==> src/sv/htfe_pkg.sv <==
// Shared types, constants and helpers for the header/trailer frame extractor.
package htfe_pkg;

    localparam logic [31:0] HDR_WORD = 32'hA0FF_FFA0;
    localparam logic [31:0] TRL_WORD = 32'hB0B0_0A0D;

    localparam logic [15:0] MAX_LEN_RESET = 16'hFFFF;
    localparam logic [23:0] TIMEOUT_RESET = 24'd1000;
    localparam logic [15:0] HDR_LEN       = 16'd4;

    typedef enum logic [0:0] {
        CMD_BYTE = 1'b0,
        CMD_TICK = 1'b1
    } cmd_t;

    typedef enum logic [1:0] {
        ST_FRAME    = 2'd0,
        ST_OVERFLOW = 2'd1,
        ST_TIMEOUT  = 2'd2
    } status_t;

    typedef enum logic [0:0] {
        REG_MAX_LEN = 1'b0,
        REG_TIMEOUT = 1'b1
    } reg_idx_t;

    // One descriptor from the step logic to the output stage.
    // hdr set: four header beats follow, other payload fields unused.
    typedef struct packed {
        logic        valid;
        logic        hdr;
        logic [7:0]  data_byte;
        logic [15:0] byte_index;
        status_t     status;
        logic        last;
    } res_desc_t;

    // Header byte for beat k, oldest byte first.
    function automatic logic [7:0] hdr_byte(input logic [1:0] k);
        logic [7:0] b;
        case (k)
            2'd0:    b = HDR_WORD[31:24];
            2'd1:    b = HDR_WORD[23:16];
            2'd2:    b = HDR_WORD[15:8];
            2'd3:    b = HDR_WORD[7:0];
            default: b = HDR_WORD[7:0];
        endcase
        return b;
    endfunction

endpackage

==> src/sv/htfe_core.sv <==
// Frame state and per-item step logic: hunt, header/trailer match, limits.
module htfe_core (
    input  logic                aclk,
    input  logic                aresetn,
    input  logic                accept,
    input  htfe_pkg::cmd_t      cmd,
    input  logic [7:0]          rx_byte,
    input  logic [15:0]         max_frame_len,
    input  logic [23:0]         timeout_ticks,
    output htfe_pkg::res_desc_t desc
);

    logic [31:0] window_reg, window_next;
    logic        in_frame_reg, in_frame_next;
    logic [15:0] count_reg, count_next;
    logic [23:0] ticks_reg, ticks_next;

    logic [31:0] shifted;
    logic [23:0] ticks_inc;

    assign shifted   = {window_reg[23:0], rx_byte};
    assign ticks_inc = ticks_reg + 24'd1;

    always_comb begin
        window_next   = window_reg;
        in_frame_next = in_frame_reg;
        count_next    = count_reg;
        ticks_next    = ticks_reg;
        desc            = '0;
        desc.status     = htfe_pkg::ST_FRAME;
        desc.byte_index = count_reg;

        case (cmd)
            htfe_pkg::CMD_TICK: begin
                if (in_frame_reg) begin
                    ticks_next = ticks_inc;
                    if (ticks_inc >= timeout_ticks) begin
                        desc.valid  = 1'b1;
                        desc.status = htfe_pkg::ST_TIMEOUT;
                        desc.last   = 1'b1;
                        window_next   = '0;
                        in_frame_next = 1'b0;
                        count_next    = '0;
                        ticks_next    = '0;
                    end
                end
            end
            htfe_pkg::CMD_BYTE: begin
                window_next = shifted;
                if (!in_frame_reg) begin
                    if (shifted == htfe_pkg::HDR_WORD) begin
                        desc.valid = 1'b1;
                        if (max_frame_len < htfe_pkg::HDR_LEN) begin
                            desc.status     = htfe_pkg::ST_OVERFLOW;
                            desc.last       = 1'b1;
                            desc.byte_index = '0;
                            window_next = '0;
                        end else begin
                            desc.hdr      = 1'b1;
                            in_frame_next = 1'b1;
                            count_next    = htfe_pkg::HDR_LEN;
                            ticks_next    = '0;
                        end
                    end
                end else if (count_reg >= max_frame_len) begin
                    desc.valid  = 1'b1;
                    desc.status = htfe_pkg::ST_OVERFLOW;
                    desc.last   = 1'b1;
                    window_next   = '0;
                    in_frame_next = 1'b0;
                    count_next    = '0;
                    ticks_next    = '0;
                end else if (shifted == htfe_pkg::TRL_WORD) begin
                    desc.valid     = 1'b1;
                    desc.data_byte = rx_byte;
                    desc.last      = 1'b1;
                    window_next   = '0;
                    in_frame_next = 1'b0;
                    count_next    = '0;
                    ticks_next    = '0;
                end else begin
                    desc.valid     = 1'b1;
                    desc.data_byte = rx_byte;
                    count_next     = count_reg + 16'd1;
                end
            end
            default: ;
        endcase
    end

    always_ff @(posedge aclk) begin
        if (!aresetn) begin
            window_reg   <= '0;
            in_frame_reg <= 1'b0;
            count_reg    <= '0;
            ticks_reg    <= '0;
        end else if (accept) begin
            window_reg   <= window_next;
            in_frame_reg <= in_frame_next;
            count_reg    <= count_next;
            ticks_reg    <= ticks_next;
        end
    end

endmodule

==> src/sv/htfe_out.sv <==
// Result register; expands a header descriptor into four header beats.
module htfe_out (
    input  logic                aclk,
    input  logic                aresetn,
    input  logic                load,
    input  htfe_pkg::res_desc_t desc,
    output logic                free,
    output logic                m_tvalid,
    input  logic                m_tready,
    output logic [23:0]         m_tdata,
    output logic [1:0]          m_tuser,
    output logic                m_tlast
);

    htfe_pkg::res_desc_t desc_reg;
    logic                valid_reg;
    logic [1:0]          beat_reg, beat_next;
    logic                take, done;

    assign take = valid_reg & m_tready;
    assign done = take & (!desc_reg.hdr | (beat_reg == 2'd3));
    assign free = !valid_reg | done;

    always_comb begin
        beat_next = beat_reg;
        if (load && free)
            beat_next = '0;
        else if (take)
            beat_next = beat_reg + 2'd1;
    end

    always_ff @(posedge aclk) begin
        if (!aresetn) begin
            valid_reg <= 1'b0;
            beat_reg  <= '0;
        end else begin
            beat_reg <= beat_next;
            if (free)
                valid_reg <= load & desc.valid;
        end
    end

    always_ff @(posedge aclk) begin
        if (load && free)
            desc_reg <= desc;
    end

    assign m_tvalid = valid_reg;

    always_comb begin
        if (desc_reg.hdr) begin
            m_tdata = {14'd0, beat_reg, htfe_pkg::hdr_byte(beat_reg)};
            m_tuser = htfe_pkg::ST_FRAME;
            m_tlast = 1'b0;
        end else begin
            m_tdata = {desc_reg.byte_index, desc_reg.data_byte};
            m_tuser = desc_reg.status;
            m_tlast = desc_reg.last;
        end
    end

endmodule

==> src/sv/header_trailer_frame_extractor_top.sv <==
// Top level of the header/trailer frame extractor.
// A result transfer, if the input produces one, is registered and offered in the cycle after its input transfer.
// Throughput: one input per cycle while the result register can take the step's output; a header
//   item occupies the result register for four beats, and the input side stalls until its last beat leaves.
// Reset (aresetn low, synchronous): hunting, window/counters cleared,
//   max_frame_len 65535, timeout_ticks 1000, no result pending.
module header_trailer_frame_extractor_top (
    input  logic        aclk,
    input  logic        aresetn,
    // configuration write port
    input  logic        cfg_wr_en,
    input  logic        cfg_index,   // 0 max_frame_len, 1 timeout_ticks
    input  logic [23:0] cfg_wdata,
    // input stream
    input  logic        s_tvalid,
    output logic        s_tready,
    input  logic [7:0]  s_tdata,     // [7:0] rx_byte
    input  logic        s_tuser,     // [0] cmd (0 byte, 1 ms tick)
    // result stream
    output logic        m_tvalid,
    input  logic        m_tready,
    output logic [23:0] m_tdata,     // [7:0] data_byte, [23:8] byte_index
    output logic [1:0]  m_tuser,     // [1:0] status
    output logic        m_tlast      // last
);

    logic [15:0] max_len_reg;
    logic [23:0] timeout_reg;

    // Config registers; the user must write them only while idle, the block itself does not enforce this.
    always_ff @(posedge aclk) begin
        if (!aresetn) begin
            max_len_reg <= htfe_pkg::MAX_LEN_RESET;
            timeout_reg <= htfe_pkg::TIMEOUT_RESET;
        end else if (cfg_wr_en) begin
            case (htfe_pkg::reg_idx_t'(cfg_index))
                htfe_pkg::REG_MAX_LEN: max_len_reg <= cfg_wdata[15:0];
                htfe_pkg::REG_TIMEOUT: timeout_reg <= cfg_wdata;
                default: ;
            endcase
        end
    end

    logic                accept;
    logic                out_free;
    htfe_pkg::res_desc_t desc;

    // Input transfer is taken whenever the result register can take the
    // step's output (empty, or its last beat leaves this cycle).
    assign s_tready = out_free;
    assign accept   = s_tvalid & s_tready;

    htfe_core u_core (
        .aclk          (aclk),
        .aresetn       (aresetn),
        .accept        (accept),
        .cmd           (htfe_pkg::cmd_t'(s_tuser)),
        .rx_byte       (s_tdata),
        .max_frame_len (max_len_reg),
        .timeout_ticks (timeout_reg),
        .desc          (desc)
    );

    htfe_out u_out (
        .aclk     (aclk),
        .aresetn  (aresetn),
        .load     (accept),
        .desc     (desc),
        .free     (out_free),
        .m_tvalid (m_tvalid),
        .m_tready (m_tready),
        .m_tdata  (m_tdata),
        .m_tuser  (m_tuser),
        .m_tlast  (m_tlast)
    );

endmodule

==> config.mk <==
export PLATFORM = sky130hd
export DESIGN_NAME = header_trailer_frame_extractor_top
export DESIGN_NICKNAME = d
export VERILOG_FILES = /design/src/sv/htfe_pkg.sv /design/src/sv/htfe_core.sv /design/src/sv/htfe_out.sv /design/src/sv/header_trailer_frame_extractor_top.sv
export SDC_FILE = /design/constraint.sdc
export NUM_CORES = 1
export LEC_CHECK = 0
export BUFFER_PORTS_ARGS = -buffer_cell sky130_fd_sc_hd__buf_2
export CORE_UTILIZATION = 50
export DETAILED_ROUTE_END_ITERATION = 7
export GPL_TIMING_DRIVEN = 1
export MAX_ROUTING_LAYER = met4
export PLACE_DENSITY = 0.81
export SLEW_MARGIN = 20
export SYNTH_ARGS = -nofsm -noshare
export SYNTH_HDL_FRONTEND = slang
export SYNTH_HIERARCHICAL = 1
export SYNTH_SLANG_ARGS = --single-unit
==> constraint.sdc <==
create_clock -name aclk -period 5.1 [get_ports aclk]
set_input_delay 0.765 -clock aclk [delete_from_list [all_inputs] [get_ports aclk]]
set_output_delay 0.765 -clock aclk [all_outputs]
set_load 0.005 [all_outputs]
==> metrics.txt, run 1 <==
cell accounting for the most synthesized area=dfxtp_1; worst path cell trace=and4_1, nand4_1, nor2_1, nand4_1, xnor2_1, ha_1, a21o_1, a21o_1, a22oi_1, nand4b_1, nor2_2, buf_4, a21oi_1, o32ai_1; HP Class=flop to flop; First-pass DRT Iterations=5; endpoint type of the worst setup path=flop; layout cells sized above 1=15.31%; Clock Latency Late Sink=420 ps; Max Cap Viol=0; top cell type's share of synthesized area=29.28%; RSZ-0062 raised after global routing=false; crit-path max cell delay=590 ps; vias in the first global route=5404; WP data required=5430 ps; Critical path buffers and inverters=1; VDD IR-drop max=0.0001841 V; Overflow after GRT=0; Synth area leaders=dfxtp_1 29%, edfxtp_1 11%, ha_1 7.3%; I/O pin cnt=68; final RePlAce weighted congestion=0.8455; crit start category=flop; first-pass GRT wire length=26.08 mm; GR Util All Layers=22.82%; #FFs+latches synth=136; total vias in the final route=6061; Vias/cell=5.686; DR iter-0 viols=497; CTS buffer count=17; # resized after CTS=0; Post-DRT Antenna Nets=0; final setup violation count=0; most frequent cell after synthesis=dfxtp_1; Post-synth top cells=108 x dfxtp_1, 79 x inv_1, 79 x nand2_1; n_diodes=0; maximum clock rate=239.3 MHz; fin crit share=81.93%; delay-heaviest family, CP=simple AND/OR/NAND/NOR gates; PwrDens=307.8 nW/um2; H-tree lvl count=4; Hold Fails Final Rpt=0; Horiz. Die Dim=123.5 um; port buffer count=67; DP HPWL=11.02 mm; CORE AREA=14480 um2; syn_nets=907; max reg flops=28; Synth cell types=72; total power=2.557 mW; CTS tree=done; clk sinks=136; sequential fraction of the synthesis area=40.67%; Final Net Count=951; top_reg_cell synth=dfxtp_1; Worst Skew=6.780 ps; initial antenna violation count=0; wire length per cell=15.10 um; Reg clk slew, reported paths=60 ps; Slowest-stage cell, CP=nor2_2; status=completed; clk root buf=clkbuf_16; # DRC=0; Post-synth EDFFs=28; WS Path Type=flop to flop; Setup Buffers After CTS=0; drt total wl=16.10 mm; Syn. warnings=6; arrival time worst endpoint=4510 ps; Avg Cell Area, Syn=8.949 um2; Initial Utilization=50.99%; Cell Area, Synth=7383 um2; largest net degree at the start of global routing=81; hold_buf cts=0; clk buf depth=2; Rel. slew slack=32.15%; row count=44; Worst Path Max Fanout=16; Hold WS=446.6 ps; Total Neg Setup Slack=0 ps; Pins Over Slew Limit=0; Die Area=15260 um2; Final min period=4178 ps; worst-margin pin slew=1012 ps; P_leak=3.498 nW; cells after synthesis=825; Die H=123.5 um; filler instances=1270; ys async rst share=0%; synth-to-layout area growth=12.49%
==> stage by stage <==
step	setup slack, ps	instances	utilization, %	instance area [um2]
after global placement	1177	1034	53.21	7705
after CTS	959.8	1066	57.35	8304
final	921.8	1066	57.36	8305
after floorplan	1714	825	-	7383
after global routing	593.9	1066	57.36	8305
after detailed placement	1007	1034	53.21	7705
==> tightest hold or removal path, stage by stage, from the launching register on <==
cell and delay [ps]:
dfxtp_1 310, nand2_1 50, o21ai_1 50
==> power breakdown <==
group / switching [mW] / internal (mW)
Clock: 0.453 / 0.781
Combinational: 0.103 / 0.0642
Sequential: 0.0226 / 1.13
==> path summary, 6_finish.rpt <==
path | start | endpoint | slack, ps | depth (start not counted)
setup / recovery | u_core/ticks_reg[6] | u_core/ticks_reg[11] | 920 | 14
hold / removal | timeout_reg[15] | timeout_reg[15] | 450 | 2
setup reg to reg | u_core/ticks_reg[6] | u_core/ticks_reg[11] | 920 | 14
hold reg to reg | timeout_reg[15] | timeout_reg[15] | 450 | 2
==> layer usage <==
| metal | wire length (um) | vias to the layer above | global-route usage [%] | part of all wire [%] |
|---|---|---|---|---|
| met5 | 0 | - | - | 0 |
| met4 | 223 | 0 | 6.476 | 1.4 |
| met3 | 1012 | 21 | 5.812 | 6.3 |
| met2 | 7175 | 204 | 34.57 | 45 |
| met1 | 7688 | 2796 | 30.06 | 48 |
| li1 | - | 3040 | - | - |
==> placed cells by master, fill, tap and decap left out, types with 3 or more instances in the layout <==
master,instances
nand3b_1,18
nand2b_1,3
xnor2_1,15
nand2_1,79
dfxtp_1,108
and2_1,13
o21a_1,3
a22o_1,24
nand4b_1,5
xor2_1,8
clkbuf_16,17
nor2_1,24
buf_2,67
or3_1,12
buf_4,4
nand3_1,45
ha_1,43
a21oi_1,53
clkbuf_1,3
bufinv_16,3
or4_1,6
and3_1,3
a21o_1,4
nor2b_1,31
inv_1,79
o22ai_1,10
edfxtp_1,28
nand4_1,35
nor3_1,9
and4_1,5
nor4_1,7
o21ai_0,16
o211ai_2,10
o21ai_1,20
clkinvlp_4,3
o211ai_1,14
==> layout make-up <==
type | instances | area, um2 | area share, %
multi-input cells | 563 | 3807 | 45.84
clock buffers | 21 | 450.4 | 5.423
inverters | 80 | 300.3 | 3.616
well taps | 184 | 230.2 | 2.772
clock inverters | 11 | 148.9 | 1.793
flip-flops and latches | 136 | 3003 | 36.16
repair buffers | 71 | 365.4 | 4.399
==> kinds of logic (layout without fill, tap and decap cells) <==
logic type      count (synthesis)  count (layout)  share of synthesized area (%)
compound gates                177             177                          16.84
xor+xnor                       23              23                          2.728
fa+ha+maj                      43              43                          7.287
buf+inv                       126             183                          7.778
flops                         136             136                          40.67
mux                             2               2                         0.3050
simple gates                  318             318                          24.39
(Power assumes the default switching activity.)
==> run 2: changes to the inputs <==
==> constraint.sdc (replaced) <==
create_clock -name aclk -period 3.9 [get_ports aclk]
set_input_delay 0.585 -clock aclk [delete_from_list [all_inputs] [get_ports aclk]]
set_output_delay 0.585 -clock aclk [all_outputs]
set_load 0.005 [all_outputs]
==> metrics.txt, run 2 (same netlist as run 1, synthesis figures left out) <==
Critical path buffers and inverters=1 (unchanged); CTS tree=done; final setup violation count=0 (unchanged); GR Util All Layers=23.58% (+0.76 points); arrival time worst endpoint=3880 ps (-630 ps); total vias in the final route=6247 (+3.1%); First-pass DRT Iterations=7 (+2); vias in the first global route=5665 (+4.8%); CTS buffer count=17 (unchanged); crit-path max cell delay=400 ps (-190 ps); Overflow after GRT=0 (unchanged); worst path cell trace=and4_4, and2_1, nand3_2, nor2_2, nand3_1, xnor2_1, ha_1, nand4_1, nor3_2, nand4_1, a211oi_2, o21a_1, o22ai_2, buf_4, a22o_1; I/O pin cnt=68 (unchanged); wire length per cell=15.40 um (+1.9%); layout cells sized above 1=17.28% (+2.0 points); RR Startpoint=u_core/ticks_reg[3]; WS Path Type=flop to flop; Register-to-Register Path Depth=15 (+1); clk buf depth=2 (unchanged); crit start category=flop; Final Net Count=960 (+0.95%); port buffer count=67 (unchanged); DP HPWL=11.46 mm (+4.0%); WP depth=15 (+1); PwrDens=405.1 nW/um2 (+32%); final RePlAce weighted congestion=0.8786 (+3.9%); endpoint type of the worst setup path=flop; clk sinks=136 (unchanged); worst slack, placed=268.1 ps (-738.4 ps); Hold EP=u_core/window_reg[4]; CORE AREA=14480 um2 (unchanged); number of cells in the finished layout apart from fillers=1075 (+0.84%); Placed Instances=1042 (+0.77%); Vias/cell=5.811 (+2.2%); Horiz. Die Dim=123.5 um (unchanged); row count=44 (unchanged); HP Class=input port to flop; reg2reg setup slack=330 ps (-600 ps); max reg flops=28 (unchanged); reg2reg end=u_core/window_reg[6]; Reg clk slew, reported paths=60 ps (about the same); P_leak=3.575 nW (+2.2%); Post-DRT Antenna Nets=0 (unchanged); Worst setup startpoint=u_core/ticks_reg[3]; Slowest-stage cell, CP=dfxtp_1; worst-margin pin slew=775.7 ps (-236.1 ps); status=completed; WHS Path Cells=2 (unchanged); H-tree lvl count=4 (unchanged); Max Cap Viol=0 (unchanged); n_diodes=0 (unchanged); maximum clock rate=279.8 MHz (+17%); most frequent cells in the layout=105 x dfxtp_1, 79 x inv_1, 79 x nand2_1; delay-heaviest family, CP=simple AND/OR/NAND/NOR gates; Die H=123.5 um (unchanged); Pins Over Slew Limit=0 (unchanged); Worst Hold Launch=s_tdata[4]; Die Area=15260 um2 (unchanged); Clock Latency Late Sink=420 ps (about the same); initial antenna violation count=0 (unchanged); largest net degree at the start of global routing=66 (-19%); # DRC=0 (unchanged); Rel. slew slack=47.90% (+16 points); VDD IR-drop max=0.0002611 V (+42%); Initial Utilization=50.99% (unchanged); WP data required=4210 ps (-1220 ps); most common cell after layout, fill and taps aside=dfxtp_1; fin crit share=91.62% (+9.7 points); Final min period=3573 ps (-604.9 ps); clk root buf=clkbuf_16; Hold Fails Final Rpt=0 (unchanged); PnR worst setup slack=326.6 ps (-595.1 ps); filler instances=1236 (-2.7%); most frequent CP cell=nand4_1; Worst Path Max Fanout=24 (+8); Worst Skew=8.355 ps (+1.575 ps); DR iter-0 viols=495 (-0.40%); Total Neg Setup Slack=0 ps (unchanged); drt total wl=16.55 mm (+2.8%); first-pass GRT wire length=27.00 mm (+3.5%); synth-to-layout area growth=14.44%
run 2: changes by cell type in the layout (fill, tap and decap cells not counted), sizes merged:
| cell | change |
|---|---|
| clkbuf | +1 |
| buf | +9 |
| inv | +1 |
| clkinv | -1 |
| clkinvlp | -1 |
run 2: what timing repair did:
action	4_1_cts	5_1_grt
gates resized for setup	0	13
hold buffers	0	0
setup endpoints to repair	0	43
buffers inserted	0	1
run 2: power by group:
part	switching (mW)	internal (mW)
logic	0.142	0.0884
registers	0.0255	1.48
clock network	0.592	1.10
run 2: cell type report:
class                   instances  area (um2)  share of cell area [%]
clock buffers                  22       495.5                   5.864
clock inverters                10       138.9                   1.644
inverters                      80       300.3                   3.554
multi-input cells             563        3841                   45.46
flip-flops and latches        136        3007                   35.58
well taps                     184       230.2                   2.725
repair buffers                 80       436.7                   5.168
run 2: worst max path at each step:
stage	endpoint	slack, ps
after global placement	u_core/window_reg[22]	280
after CTS	u_core/window_reg[8]	180
after floorplan	u_out/m_tvalid	510
after global routing	u_core/ticks_reg[11]	-40
final	u_core/window_reg[6]	330
after detailed placement	u_core/count_reg[6]	270
run 2: metal layers:
metal  vias up  share of wire [%]  track usage (%)  wire (um)
met5         -                  0                -          0
met4         0                2.3            9.714        382
met3        35                6.4            4.290       1058
met2       242                 45            36.07       7483
met1      2911                 46            30.69       7625
li1       3059                  -                -          -
run 2: metrics by stage:
stage	total power [mW]	hold WS [ps]	instance area, um2	utilization, %
3_3_place_gp	1.753	438.4	7765	53.63
2_1_floorplan	1.686	428.4	7383	-
5_1_grt	3.543	404.0	8449	58.36
3_5_place_dp	1.759	442.6	7765	53.63
4_1_cts	3.444	398.7	8399	58.01
6_report	3.423	412.6	8449	58.36
